File: src/ibfp_pkg.sv
`default_nettype none
// ---------------------------------------------------------------------------
// ibfp_pkg
// Types and constants shared by the inertial burst frame parser.
// ---------------------------------------------------------------------------
package ibfp_pkg;

	localparam int unsigned POS_W = 5;
	localparam int unsigned WORD_W = 16;
	localparam int unsigned WORD_COUNT = 8;
	localparam int unsigned SLOT_W = 3;

	localparam logic [POS_W-1:0] FRAME_LEN = 5'd24;
	localparam logic [POS_W-1:0] SUM_FIRST = 5'd3;
	localparam logic [POS_W-1:0] SUM_LAST = 5'd20;
	localparam logic [POS_W-1:0] WORD_FIRST = 5'd5;
	localparam logic [POS_W-1:0] WORD_LAST = 5'd20;
	localparam logic [POS_W-1:0] CHECK_POS = 5'd22;
	localparam logic [POS_W-1:0] EMIT_POS = 5'd23;
	localparam logic [SLOT_W-1:0] COUNTER_SLOT = 3'd7;

	typedef struct packed {
		logic [7:0] rx_byte;
		logic       frame_start;
	} in_word_t;

	typedef struct packed {
		logic signed [15:0] gyro_x;
		logic signed [15:0] gyro_y;
		logic signed [15:0] gyro_z;
		logic signed [15:0] accel_x;
		logic signed [15:0] accel_y;
		logic signed [15:0] accel_z;
		logic signed [15:0] temperature;
		logic [15:0]        tick_delta;
		logic               checksum_ok;
	} out_word_t;

endpackage
`default_nettype wire

File: src/ibfp_capture.sv
`default_nettype none
// ---------------------------------------------------------------------------
// ibfp_capture
// Byte position tracking, running sum, word capture and result assembly.
// ---------------------------------------------------------------------------
module ibfp_capture (
	input  wire logic              clk,
	input  wire logic              arst_n,
	input  wire logic              fire,
	input  wire ibfp_pkg::in_word_t in_data,
	output logic                   at_emit,
	output logic                   emit,
	output ibfp_pkg::out_word_t    result
);

	logic [ibfp_pkg::POS_W-1:0]  pos_q;
	logic [7:0]                  sum_q;
	logic [7:0]                  hold_q;
	logic [ibfp_pkg::WORD_W-1:0] words_q [ibfp_pkg::WORD_COUNT];
	logic [ibfp_pkg::WORD_W-1:0] prev_q;

	logic [ibfp_pkg::POS_W-1:0]  pos;
	logic [ibfp_pkg::POS_W-1:0]  rel;
	logic [ibfp_pkg::SLOT_W-1:0] slot;
	logic                        active;
	logic                        in_sum;
	logic                        in_words;
	logic                        is_check;

	// a start overrides the stored position for this very byte
	assign pos      = in_data.frame_start ? '0 : pos_q;
	assign active   = pos < ibfp_pkg::FRAME_LEN;
	assign rel      = pos - ibfp_pkg::WORD_FIRST;
	assign slot     = rel[ibfp_pkg::SLOT_W:1];
	assign in_sum   = (pos >= ibfp_pkg::SUM_FIRST) && (pos <= ibfp_pkg::SUM_LAST);
	assign in_words = (pos >= ibfp_pkg::WORD_FIRST) && (pos <= ibfp_pkg::WORD_LAST);
	assign is_check = pos == ibfp_pkg::CHECK_POS;

	assign at_emit = pos_q == ibfp_pkg::EMIT_POS;
	assign emit    = fire && (pos == ibfp_pkg::EMIT_POS);

	always_comb begin
		result.gyro_x      = $signed(words_q[0]);
		result.gyro_y      = $signed(words_q[1]);
		result.gyro_z      = $signed(words_q[2]);
		result.accel_x     = $signed(words_q[3]);
		result.accel_y     = $signed(words_q[4]);
		result.accel_z     = $signed(words_q[5]);
		result.temperature = $signed(words_q[6]);
		result.tick_delta  = words_q[ibfp_pkg::COUNTER_SLOT] - prev_q;
		result.checksum_ok = sum_q == hold_q;
	end

	always_ff @(posedge clk or negedge arst_n) begin
		if (!arst_n) begin
			pos_q  <= ibfp_pkg::FRAME_LEN;
			sum_q  <= '0;
			hold_q <= '0;
			prev_q <= '0;
			for (int i = 0; i < int'(ibfp_pkg::WORD_COUNT); i++) begin
				words_q[i] <= '0;
			end
		end else if (fire) begin
			// a start always lands in the active branch below, which moves pos_q to 1
			if (in_data.frame_start) begin
				sum_q <= '0;
			end
			if (active) begin
				pos_q <= pos + 1'b1;
				if (in_sum) begin
					sum_q <= (in_data.frame_start ? 8'd0 : sum_q) + in_data.rx_byte;
				end
				if (in_words) begin
					if (!rel[0]) begin
						hold_q <= in_data.rx_byte;
					end else begin
						words_q[slot] <= {hold_q, in_data.rx_byte};
					end
				end else if (is_check) begin
					hold_q <= in_data.rx_byte;
				end else if (emit) begin
					prev_q <= words_q[ibfp_pkg::COUNTER_SLOT];
				end
			end
		end
	end

endmodule
`default_nettype wire

File: src/imu_burst_frame_parser.sv
// Output: the result shows on out_* in the cycle after the accept of byte 23.
// Throughput: one byte per cycle; in_ready drops only while the parser waits for
// byte 23 and the single output register still holds an untaken result.
// Reset: arst_n clears position to idle (waits for a start), sum, words and counter.
`default_nettype none
// ---------------------------------------------------------------------------
// imu_burst_frame_parser
// Parses a 24-byte inertial burst reply byte by byte into one sample word.
// ---------------------------------------------------------------------------
module imu_burst_frame_parser (
	input  wire logic               clk,
	input  wire logic               arst_n,
	input  wire logic               in_valid,
	output logic                    in_ready,
	input  wire ibfp_pkg::in_word_t in_data,
	output logic                    out_valid,
	input  wire logic               out_ready,
	output ibfp_pkg::out_word_t     out_data
);

	logic                in_fire;
	logic                at_emit;
	logic                emit;
	ibfp_pkg::out_word_t result;
	logic                out_valid_q;
	ibfp_pkg::out_word_t out_data_q;

	// stall only the emitting byte, and only if the result slot stays full
	assign in_ready = !(at_emit && out_valid_q && !out_ready);
	assign in_fire  = in_valid && in_ready;

	ibfp_capture u_capture (
		.clk     (clk),
		.arst_n  (arst_n),
		.fire    (in_fire),
		.in_data (in_data),
		.at_emit (at_emit),
		.emit    (emit),
		.result  (result)
	);

	always_ff @(posedge clk or negedge arst_n) begin
		if (!arst_n) begin
			out_valid_q <= 1'b0;
		end else if (emit) begin
			out_valid_q <= 1'b1;
		end else if (out_ready) begin
			out_valid_q <= 1'b0;
		end
	end

	always_ff @(posedge clk) begin
		if (emit) begin
			out_data_q <= result;
		end
	end

	assign out_valid = out_valid_q;
	assign out_data  = out_data_q;

endmodule
`default_nettype wire

File: config.mk
export PLATFORM = sky130hd
export DESIGN_NAME = imu_burst_frame_parser
export DESIGN_NICKNAME = d
export VERILOG_FILES = /design/src/ibfp_pkg.sv /design/src/ibfp_capture.sv /design/src/imu_burst_frame_parser.sv
export SDC_FILE = /design/constraint.sdc
export NUM_CORES = 1
export LEC_CHECK = 0
export ABC_AREA = 1
export BUFFER_PORTS_ARGS = -buffer_cell sky130_fd_sc_hd__buf_2
export CAP_MARGIN = 40
export CORE_ASPECT_RATIO = 2
export CORE_MARGIN = 5
export CORE_UTILIZATION = 58
export CTS_BUF_LIST = sky130_fd_sc_hd__clkbuf_4 sky130_fd_sc_hd__clkbuf_8 sky130_fd_sc_hd__clkbuf_16
export DETAILED_ROUTE_END_ITERATION = 7
export PLACE_DENSITY = 0.79
export SYNTH_ARGS = -nofsm -noshare
export SYNTH_HDL_FRONTEND = slang
export SYNTH_SLANG_ARGS = --single-unit
File: constraint.sdc
create_clock -name clk -period 4.3 [get_ports clk]
set_input_delay 0.86 -clock clk [delete_from_list [all_inputs] [get_ports clk]]
set_output_delay 0.86 -clock clk [all_outputs]
set_load 0.02 [all_outputs]
==> results of run 1 <==
==> power groups by stage <==
stage,registers [W],logic [W],clock network [W]
4_1_cts,0.00409,0.00143,0.00236
6_report,0.00411,0.00143,0.00233
2_1_floorplan,0.00385,0.00116,0
3_3_place_gp,0.00412,0.00136,0
3_5_place_dp,0.00414,0.00141,0
5_1_grt,0.00415,0.00165,0.00247
==> cell families (layout without fill, tap and decap cells) <==
kind of cell	count (synthesis)	count (layout)	share of synthesized area (%)
flops	295	295	66.2
compound gates	62	62	2.65
fa+ha+maj	24	24	2.60
simple gates	633	633	22.7
xor+xnor	17	17	1.23
buf+inv	125	275	4.64
==> layout by cell type, fill, tap and decap left out, types with 2 or more instances in the layout <==
cell type / n
buf_12: 3
nor3_4: 2
o21ai_1: 10
o21ai_0: 19
fa_1: 2
nand3_2: 4
ha_1: 22
inv_6: 2
nor2_1: 30
dfstp_2: 2
clkinv_2: 4
buf_4: 8
xnor2_1: 5
dfrtp_1: 164
nand2_1: 398
nand4_1: 22
a21o_1: 2
bufinv_16: 3
clkinv_1: 7
nand2_2: 8
nand3b_1: 2
clkinv_4: 3
edfxtp_1: 129
a21oi_1: 29
buf_2: 142
inv_1: 66
nand3_1: 156
inv_4: 3
nor2_2: 2
clkbuf_8: 2
nor4_1: 3
clkbuf_16: 25
or2_2: 2
inv_2: 2
xor2_1: 12
==> flip-flops by register name, summed over array words and instances, names as in the netlist <==
signal and flops:
out_data 129, out_valid 1, u_capture.hold_q 8, u_capture.pos_q 5, u_capture.prev_q 16, u_capture.result 112
u_capture.sum_q 8, u_capture.words_q 16
==> how the worst max path moves through the flow <==
stage | start | end | slack (ps) | cells past startpoint
after global placement | out_ready | out_data[108] | 1030 | 8
after CTS | u_capture.pos_q[0] | out_data[88] | 1270 | 8
final | u_capture.pos_q[0] | out_data[107] | 1250 | 8
after floorplan | in_data[0] | out_data[0] | 520 | 8
after global routing | u_capture.pos_q[0] | out_data[107] | 1060 | 8
after detailed placement | out_ready | out_data[61] | 1060 | 8
==> through the flow <==
stage	worst slack, ps	instance area, um2	hold slack [ps]
detailed placement	1060	13100	431
floorplan	515	12100	425
global route	1060	13900	76.1
global placement	1030	13000	431
CTS	1270	13900	76.6
finish	1250	13900	88.2
==> worst register-to-register path, stage by stage, from the launching register on <==
cell	delay, ps
dfrtp_1	460
nand2_1	220
nor2_1	120
nand3_2	140
nand2_1	270
inv_2	250
nand3_2	280
inv_6	600
buf_12	380
==> layer usage <==
| metal | vias to the layer above | global-route usage [%] | share of wire (%) |
|---|---|---|---|
| li1 | 4104 | - | - |
| met1 | 4309 | 29.6 | 35 |
| met2 | 349 | 46.9 | 55 |
| met3 | 92 | 3.11 | 5.5 |
| met4 | 0 | 13.1 | 5.1 |
| met5 | - | 0 | 0 |
==> area by class of cell <==
class                   count  area share, %
well taps                 269           2.42
clock inverters            18           1.38
repair buffers            155           6.25
clock buffers              28           4.75
inverters                  74           2.06
multi-input cells         736           25.4
flip-flops and latches    295           57.7
==> impl_metrics.json, run 1 <==
{
  "htree_levels": 1,
  "worst_r2r_endpoint": "out_data[107]",
  "postRouteAntennaNets": 0,
  "worst-path-buf-inv": 3,
  "num_vias": 8854,
  "ys_top_cells_by_count": "398 x nand2_1, 164 x dfrtp_1, 156 x nand3_1, 129 x edfxtp_1, 66 x inv_1",
  "layout.cells.non_filler": 1575,
  "finalPower_w": 0.00787,
  "startpoint_type": "register",
  "place.gp.congestion": 0.963,
  "nets": 1324,
  "antenna-diode-count": 0,
  "hold_path_class": "in -> async",
  "p_int_w": 0.00539,
  "grt_max_degree": 93,
  "switching_power_w": 0.00248,
  "synth_top_area_cell": "dfrtp_1",
  "tightestPinTransition_ps": 739,
  "slew_viol_final": 0,
  "cts_buffers": 25,
  "period_share_pct": 70.9,
  "ys_warn_count": 0,
  "syn2layout_area_growth_pct": 14.7,
  "cts_setup_buffers": 0,
  "die_y_um": 215,
  "cp_max_fo": 80,
  "yosysTopAreaCellShare_pct": 33.8,
  "r2r_start": "u_capture.pos_q[0]",
  "drive_above_1_share_pct": 17.3,
  "crit_path_max_incr_delay_ps": 600,
  "cts_hold_buf": 0,
  "vias_per_cell": 5.62,
  "p_sw_share_pct": 31.5,
  "seqCellArea_um2": 8030,
  "ir_drop_mv": 0.390,
  "critical_path.top_delay_family": "buffers and inverters",
  "multi_input_comb_area_um2": 3540,
  "routed_wl_um": 30500,
  "async_reset_ff_share_pct": 56.3,
  "power_frac_seq_pct": 52.3,
  "fin_skew_ps": 11.6,
  "ys.flop_type": "dfrtp_1",
  "required_ps": 4530,
  "maxSlewHeadroom_pct": 50.6,
  "reg2reg_slack_ps": 1250,
  "fmax_ghz": 0.328,
  "ff2ff_path_depth": 8,
  "cts_tree": "yes",
  "ys_types": 37,
  "die_w_um": 112,
  "hpwl_um": 20900,
  "crit_path_end_kind": "register",
  "route.detailed.drc": 0,
  "fin_util_pct": 66.8,
  "grtUsageTotal_pct": 25.9,
  "leakagePower_nw": 6.77,
  "hold_violations": 0,
  "synth_area_leaders": "dfrtp_1 34%, edfxtp_1 32%, nand2_1 12%, nand3_1 6.4%, ha_1 2.3%",
  "syn_area_um2": 12100,
  "first_iter_violations": 718,
  "ioPinCount": 144,
  "clk_path_buf_depth": 3,
  "mappedNetlistNets": 1193,
  "grt_pass1_wl_um": 49000,
  "post-synth-top-count-cell": "nand2_1",
  "rows": 75,
  "start_util_pct": 58.2,
  "grt_overflow": 0,
  "first_pass_iters": 5,
  "p_comb_share_pct": 18.2,
  "cts-resized-gates": 0,
  "clkTransAtPathRegs_ps": 70,
  "clk_latency_ps": 540,
  "powerDensity_nw_per_um2": 566,
  "coreArea_um2": 20800,
  "root_buffer": "clkbuf_16",
  "cap_violations": 0,
  "grt_pass1_vias": 8961,
  "path_class": "reg -> reg",
  "clock-sinks": 295,
  "worstPathCellList": "nand2_1 -> nor2_1 -> nand3_2 -> nand2_1 -> inv_2 -> nand3_2 -> inv_6 -> buf_12",
  "synth-edff-count": 129,
  "final.setup.tns_ps": 0,
  "pwr-share-clk_pct": 29.5,
  "synth-seq-area-share_pct": 66.2,
  "io_buffers": 143,
  "outcome": "complete, no violations",
  "avgRoutedWirePerCell_um": 19.4,
  "fillers": 1580,
  "setup-violations-final": 0,
  "netlist_instances": 1156,
  "period_needed_ps": 3050,
  "dp_cells": 1529,
  "arrival_ps": 3280,
  "die_area_um2": 24100,
  "avgSynthCellArea_um2": 10.5,
  "crit_slowest_cell": "inv_6",
  "grt_antenna_before_repair": 0,
  "rsz0062_at_grt": "false",
  "yosys_register_bits": 295
}
(Power assumes the default switching activity.)
==> inputs of run 2 (changes only) <==
==> constraint.sdc (replaced) <==
create_clock -name clk -period 3.2 [get_ports clk]
set_input_delay 0.64 -clock clk [delete_from_list [all_inputs] [get_ports clk]]
set_output_delay 0.64 -clock clk [all_outputs]
set_load 0.02 [all_outputs]
==> impl_metrics.json, run 2 (same netlist as run 1, synthesis figures left out) <==
{
  "fin_skew_ps": 14.7,
  "route.detailed.drc": 0,
  "grt_pass1_vias": 8892,
  "first_pass_iters": 5,
  "cap_violations": 0,
  "grt_max_degree": 77,
  "crit_path_end_kind": "register",
  "hold_violations": 0,
  "worstPathCellList": "nand2_1 -> nor2_1 -> nand3_2 -> nand2_1 -> inv_2 -> nand3_2 -> inv_6 -> buf_12",
  "die_w_um": 112,
  "dp_cells": 1535,
  "hold_path_class": "in -> async",
  "period_needed_ps": 2840,
  "fin_ws_ps": 356,
  "ff2ff_path_depth": 8,
  "tightestPinTransition_ps": 876,
  "setup-violations-final": 0,
  "root_buffer": "clkbuf_16",
  "drive_above_1_share_pct": 17.9,
  "seqCellArea_um2": 8030,
  "dp_worst_setup_slack_ps": 401,
  "layout.cells.non_filler": 1581,
  "powerDensity_nw_per_um2": 777,
  "cts_buffers": 25,
  "avgRoutedWirePerCell_um": 19.0,
  "period_share_pct": 88.9,
  "r2r_start": "u_capture.pos_q[1]",
  "grt_overflow": 0,
  "ioPinCount": 144,
  "cp_max_fo": 50,
  "largest_reg_flops": 129,
  "htree_levels": 1,
  "leakagePower_nw": 6.87,
  "required_ps": 3450,
  "path_class": "reg -> reg",
  "io_buffers": 143,
  "place.gp.congestion": 0.986,
  "cts_setup_buffers": 0,
  "critical_path.top_delay_family": "simple AND/OR/NAND/NOR gates",
  "worst-path-buf-inv": 3,
  "startpoint_type": "register",
  "cts_hold_buf": 0,
  "final.setup.tns_ps": 0,
  "antenna-diode-count": 0,
  "ir_drop_mv": 0.553,
  "routed_wl_um": 30000,
  "arrival_ps": 3090,
  "vias_per_cell": 5.58,
  "outcome": "complete, no violations",
  "postRouteAntennaNets": 0,
  "crit_path_max_incr_delay_ps": 480,
  "rows": 75,
  "die_y_um": 215,
  "hpwl_um": 21000,
  "slew_viol_final": 0,
  "mostFrequentLayoutCell": "nand2_1",
  "maxSlewHeadroom_pct": 41.4,
  "clk_path_buf_depth": 3,
  "die_area_um2": 24100,
  "final_cell_mix": "398 x nand2_1, 164 x dfrtp_1, 156 x nand3_1",
  "worst_r2r_endpoint": "out_data[93]",
  "clkTransAtPathRegs_ps": 70,
  "fillers": 1653,
  "syn2layout_area_growth_pct": 16.2,
  "fmax_ghz": 0.352,
  "clock-sinks": 295,
  "cts_tree": "yes",
  "first_iter_violations": 682,
  "cts-resized-gates": 0,
  "reg2reg_slack_ps": 360,
  "start_util_pct": 58.2,
  "num_vias": 8822,
  "nets": 1330,
  "grt_pass1_wl_um": 47900,
  "grtUsageTotal_pct": 25.4,
  "crit_slowest_cell": "dfrtp_1",
  "clk_latency_ps": 550,
  "multi_input_comb_area_um2": 3540,
  "grt_antenna_before_repair": 0,
  "coreArea_um2": 20800,
  "rsz0062_at_grt": "false"
}
## run 2: area by class of cell
type	instances	area share, %
Tap cell	269	2.39
Sequential cell	295	56.9
Clock buffer	33	5.45
Inverter	74	2.03
Timing Repair Buffer	161	6.61
Multi-Input combinational cell	736	25.1
Clock inverter	13	1.49
## run 2: routing by layer
layer / GRT usage (%) / vias to the layer above / routed length (um)
met2: 46.6 / 340 / 16500
met4: 12.7 / 0 / 1560
met3: 3.61 / 96 / 1590
met5: 0 / - / 0
met1: 28.2 / 4281 / 10300
li1: - / 4105 / -
## run 2: worst max-delay path by stage
stage | from | to | slack, ps | depth (start not counted)
2_1_floorplan | in_data[0] | out_data[0] | 340 | 8
3_3_place_gp | u_capture.pos_q[1] | out_data[56] | 390 | 8
3_5_place_dp | out_ready | out_data[18] | 400 | 8
4_1_cts | u_capture.pos_q[1] | out_data[124] | 390 | 8
5_1_grt | u_capture.pos_q[1] | out_data[124] | 180 | 8
6_report | u_capture.pos_q[1] | out_data[93] | 360 | 8
## run 2: stage by stage
step	area (um2)	total power, W	util [%]	hold WS, ps
floorplan	12100	0.00673	-	344
global placement	13100	0.00739	63.0	430
global route	14100	0.0115	67.7	158
finish	14100	0.0110	67.7	108
CTS	14100	0.0110	67.7	129
detailed placement	13100	0.00749	63.0	429
## run 2: power breakdown
part	total (W)	internal, W	switching [W]
Sequential	0.00549	0.00483	0.000659
Combinational	0.00198	0.000674	0.00130
Clock	0.00349	0.00211	0.00138
Total	0.0110	0.00762	0.00334
==> inputs of run 3 (changes only) <==
--- a/config.mk
+++ b/config.mk
@@ -13,6 +13,7 @@
 export CORE_UTILIZATION = 58
 export CTS_BUF_LIST = sky130_fd_sc_hd__clkbuf_4 sky130_fd_sc_hd__clkbuf_8 sky130_fd_sc_hd__clkbuf_16
 export DETAILED_ROUTE_END_ITERATION = 7
+export MAX_ROUTING_LAYER = met4
 export PLACE_DENSITY = 0.79
 export SYNTH_ARGS = -nofsm -noshare
 export SYNTH_HDL_FRONTEND = slang
==> impl_metrics.json, run 3 (same netlist as run 1, synthesis figures left out) <==
{
  "crit_path_end_kind": "register",
  "mostFrequentLayoutCell": "nand2_1",
  "cts_hold_buf": 0,
  "postRouteAntennaNets": 0,
  "powerDensity_nw_per_um2": 751,
  "period_needed_ps": 2740,
  "rows": 75,
  "syn2layout_area_growth_pct": 15.1,
  "fmax_ghz": 0.365,
  "io_buffers": 143,
  "hpwl_um": 21100,
  "ir_drop_mv": 0.421,
  "startpoint_type": "register",
  "avgRoutedWirePerCell_um": 19.3,
  "slew_viol_final": 0,
  "root_buffer": "clkbuf_16",
  "route.detailed.drc": 0,
  "fillers": 1665,
  "tightestPinTransition_ps": 733,
  "routed_wl_um": 30500,
  "clk_path_buf_depth": 3,
  "die_y_um": 215,
  "cts_tree": "yes",
  "clkTransAtPathRegs_ps": 70,
  "htree_levels": 1,
  "clk_latency_ps": 540,
  "fin_skew_ps": 24.3,
  "grtUsageTotal_pct": 26.5,
  "drive_above_1_share_pct": 18.1,
  "grt_max_degree": 76,
  "setup-violations-final": 0,
  "cap_violations": 0,
  "grt_pass1_vias": 9079,
  "die_area_um2": 24100,
  "final.setup.tns_ps": 0,
  "crit_slowest_cell": "dfrtp_1",
  "coreArea_um2": 20800,
  "r2r_start": "u_capture.pos_q[0]",
  "grt_pass1_wl_um": 48700,
  "maxSlewHeadroom_pct": 51.1,
  "vias_per_cell": 5.61,
  "crit_path_max_incr_delay_ps": 460,
  "die_w_um": 112,
  "arrival_ps": 2960,
  "cts-resized-gates": 0,
  "period_share_pct": 85.5,
  "fin_util_pct": 67.0,
  "nets": 1334,
  "path_class": "reg -> reg",
  "fin_area_um2": 14000,
  "num_vias": 8882,
  "hold_violations": 0,
  "grt_antenna_before_repair": 0,
  "ff2ff_path_depth": 8,
  "hold_path_class": "in -> async",
  "worst_r2r_endpoint": "out_data[88]",
  "place.gp.congestion": 1.04,
  "outcome": "complete, no violations",
  "critical_path.top_delay_family": "simple AND/OR/NAND/NOR gates",
  "reg2reg_slack_ps": 460,
  "dpl_cell_area_um2": 13200,
  "antenna-diode-count": 0,
  "ioPinCount": 144,
  "required_ps": 3430,
  "clock-sinks": 295,
  "first_iter_violations": 687,
  "cp_max_fo": 45,
  "worstPathCellList": "nand2_1 -> nor2_1 -> nand3_2 -> nand2_1 -> inv_2 -> nand3_2 -> inv_6 -> buf_12",
  "rsz0062_at_grt": "false",
  "cts_setup_buffers": 0,
  "first_pass_iters": 5,
  "finalPower_w": 0.0105,
  "worst-path-buf-inv": 3,
  "largest_reg_flops": 129,
  "start_util_pct": 58.2,
  "final_cell_mix": "398 x nand2_1, 164 x dfrtp_1, 156 x nand3_1",
  "leakagePower_nw": 6.81,
  "grt_overflow": 0,
  "cts_buffers": 24
}
==> run 3: final cells by class <==
type	instances	area (um2)	area share, %
Clock buffer	31	683	4.89
Clock inverter	13	116	0.833
Inverter	74	287	2.05
Multi-Input combinational cell	736	3540	25.4
Sequential cell	295	8030	57.5
Tap cell	269	337	2.41
Timing Repair Buffer	166	970	6.94
==> run 3: metal layers <==
metal | global-route usage [%] | share of wire [%] | up-vias
li1 | - | - | 4119
met1 | 29.4 | 34 | 4289
met2 | 46.7 | 54 | 351
met3 | 2.68 | 6.0 | 123
met4 | 13.8 | 5.9 | 0
met5 | - | 0 | -
==> run 3: worst max path at each step <==
stage / from / end / slack (ps) / cells after the start
CTS: u_capture.pos_q[0] / out_data[88] / 430 / 8
detailed placement: out_ready / out_data[58] / 450 / 8
global placement: out_ready / out_data[55] / 430 / 8
finish: u_capture.pos_q[0] / out_data[88] / 460 / 8
floorplan: in_data[0] / out_data[0] / 340 / 8
global route: u_capture.pos_q[0] / out_data[62] / 260 / 8
==> run 3: through the flow <==
stage	setup slack, ps	hold slack (ps)	cells
6_report	463	130	1584
5_1_grt	261	185	1584
4_1_cts	434	148	1584
3_5_place_dp	447	433	1540
3_3_place_gp	432	430	1540
2_1_floorplan	338	344	1156
==> run 3: power breakdown <==
| part | switching (W) | total [W] | internal, W | leakage, nW |
|---|---|---|---|---|
| clock | 0.00137 | 0.00298 | 0.00162 | 0.406 |
| sequential | 0.000631 | 0.00546 | 0.00483 | 3.32 |
| combinational | 0.00135 | 0.00204 | 0.000690 | 3.09 |
| total | 0.00334 | 0.0105 | 0.00714 | 6.81 |
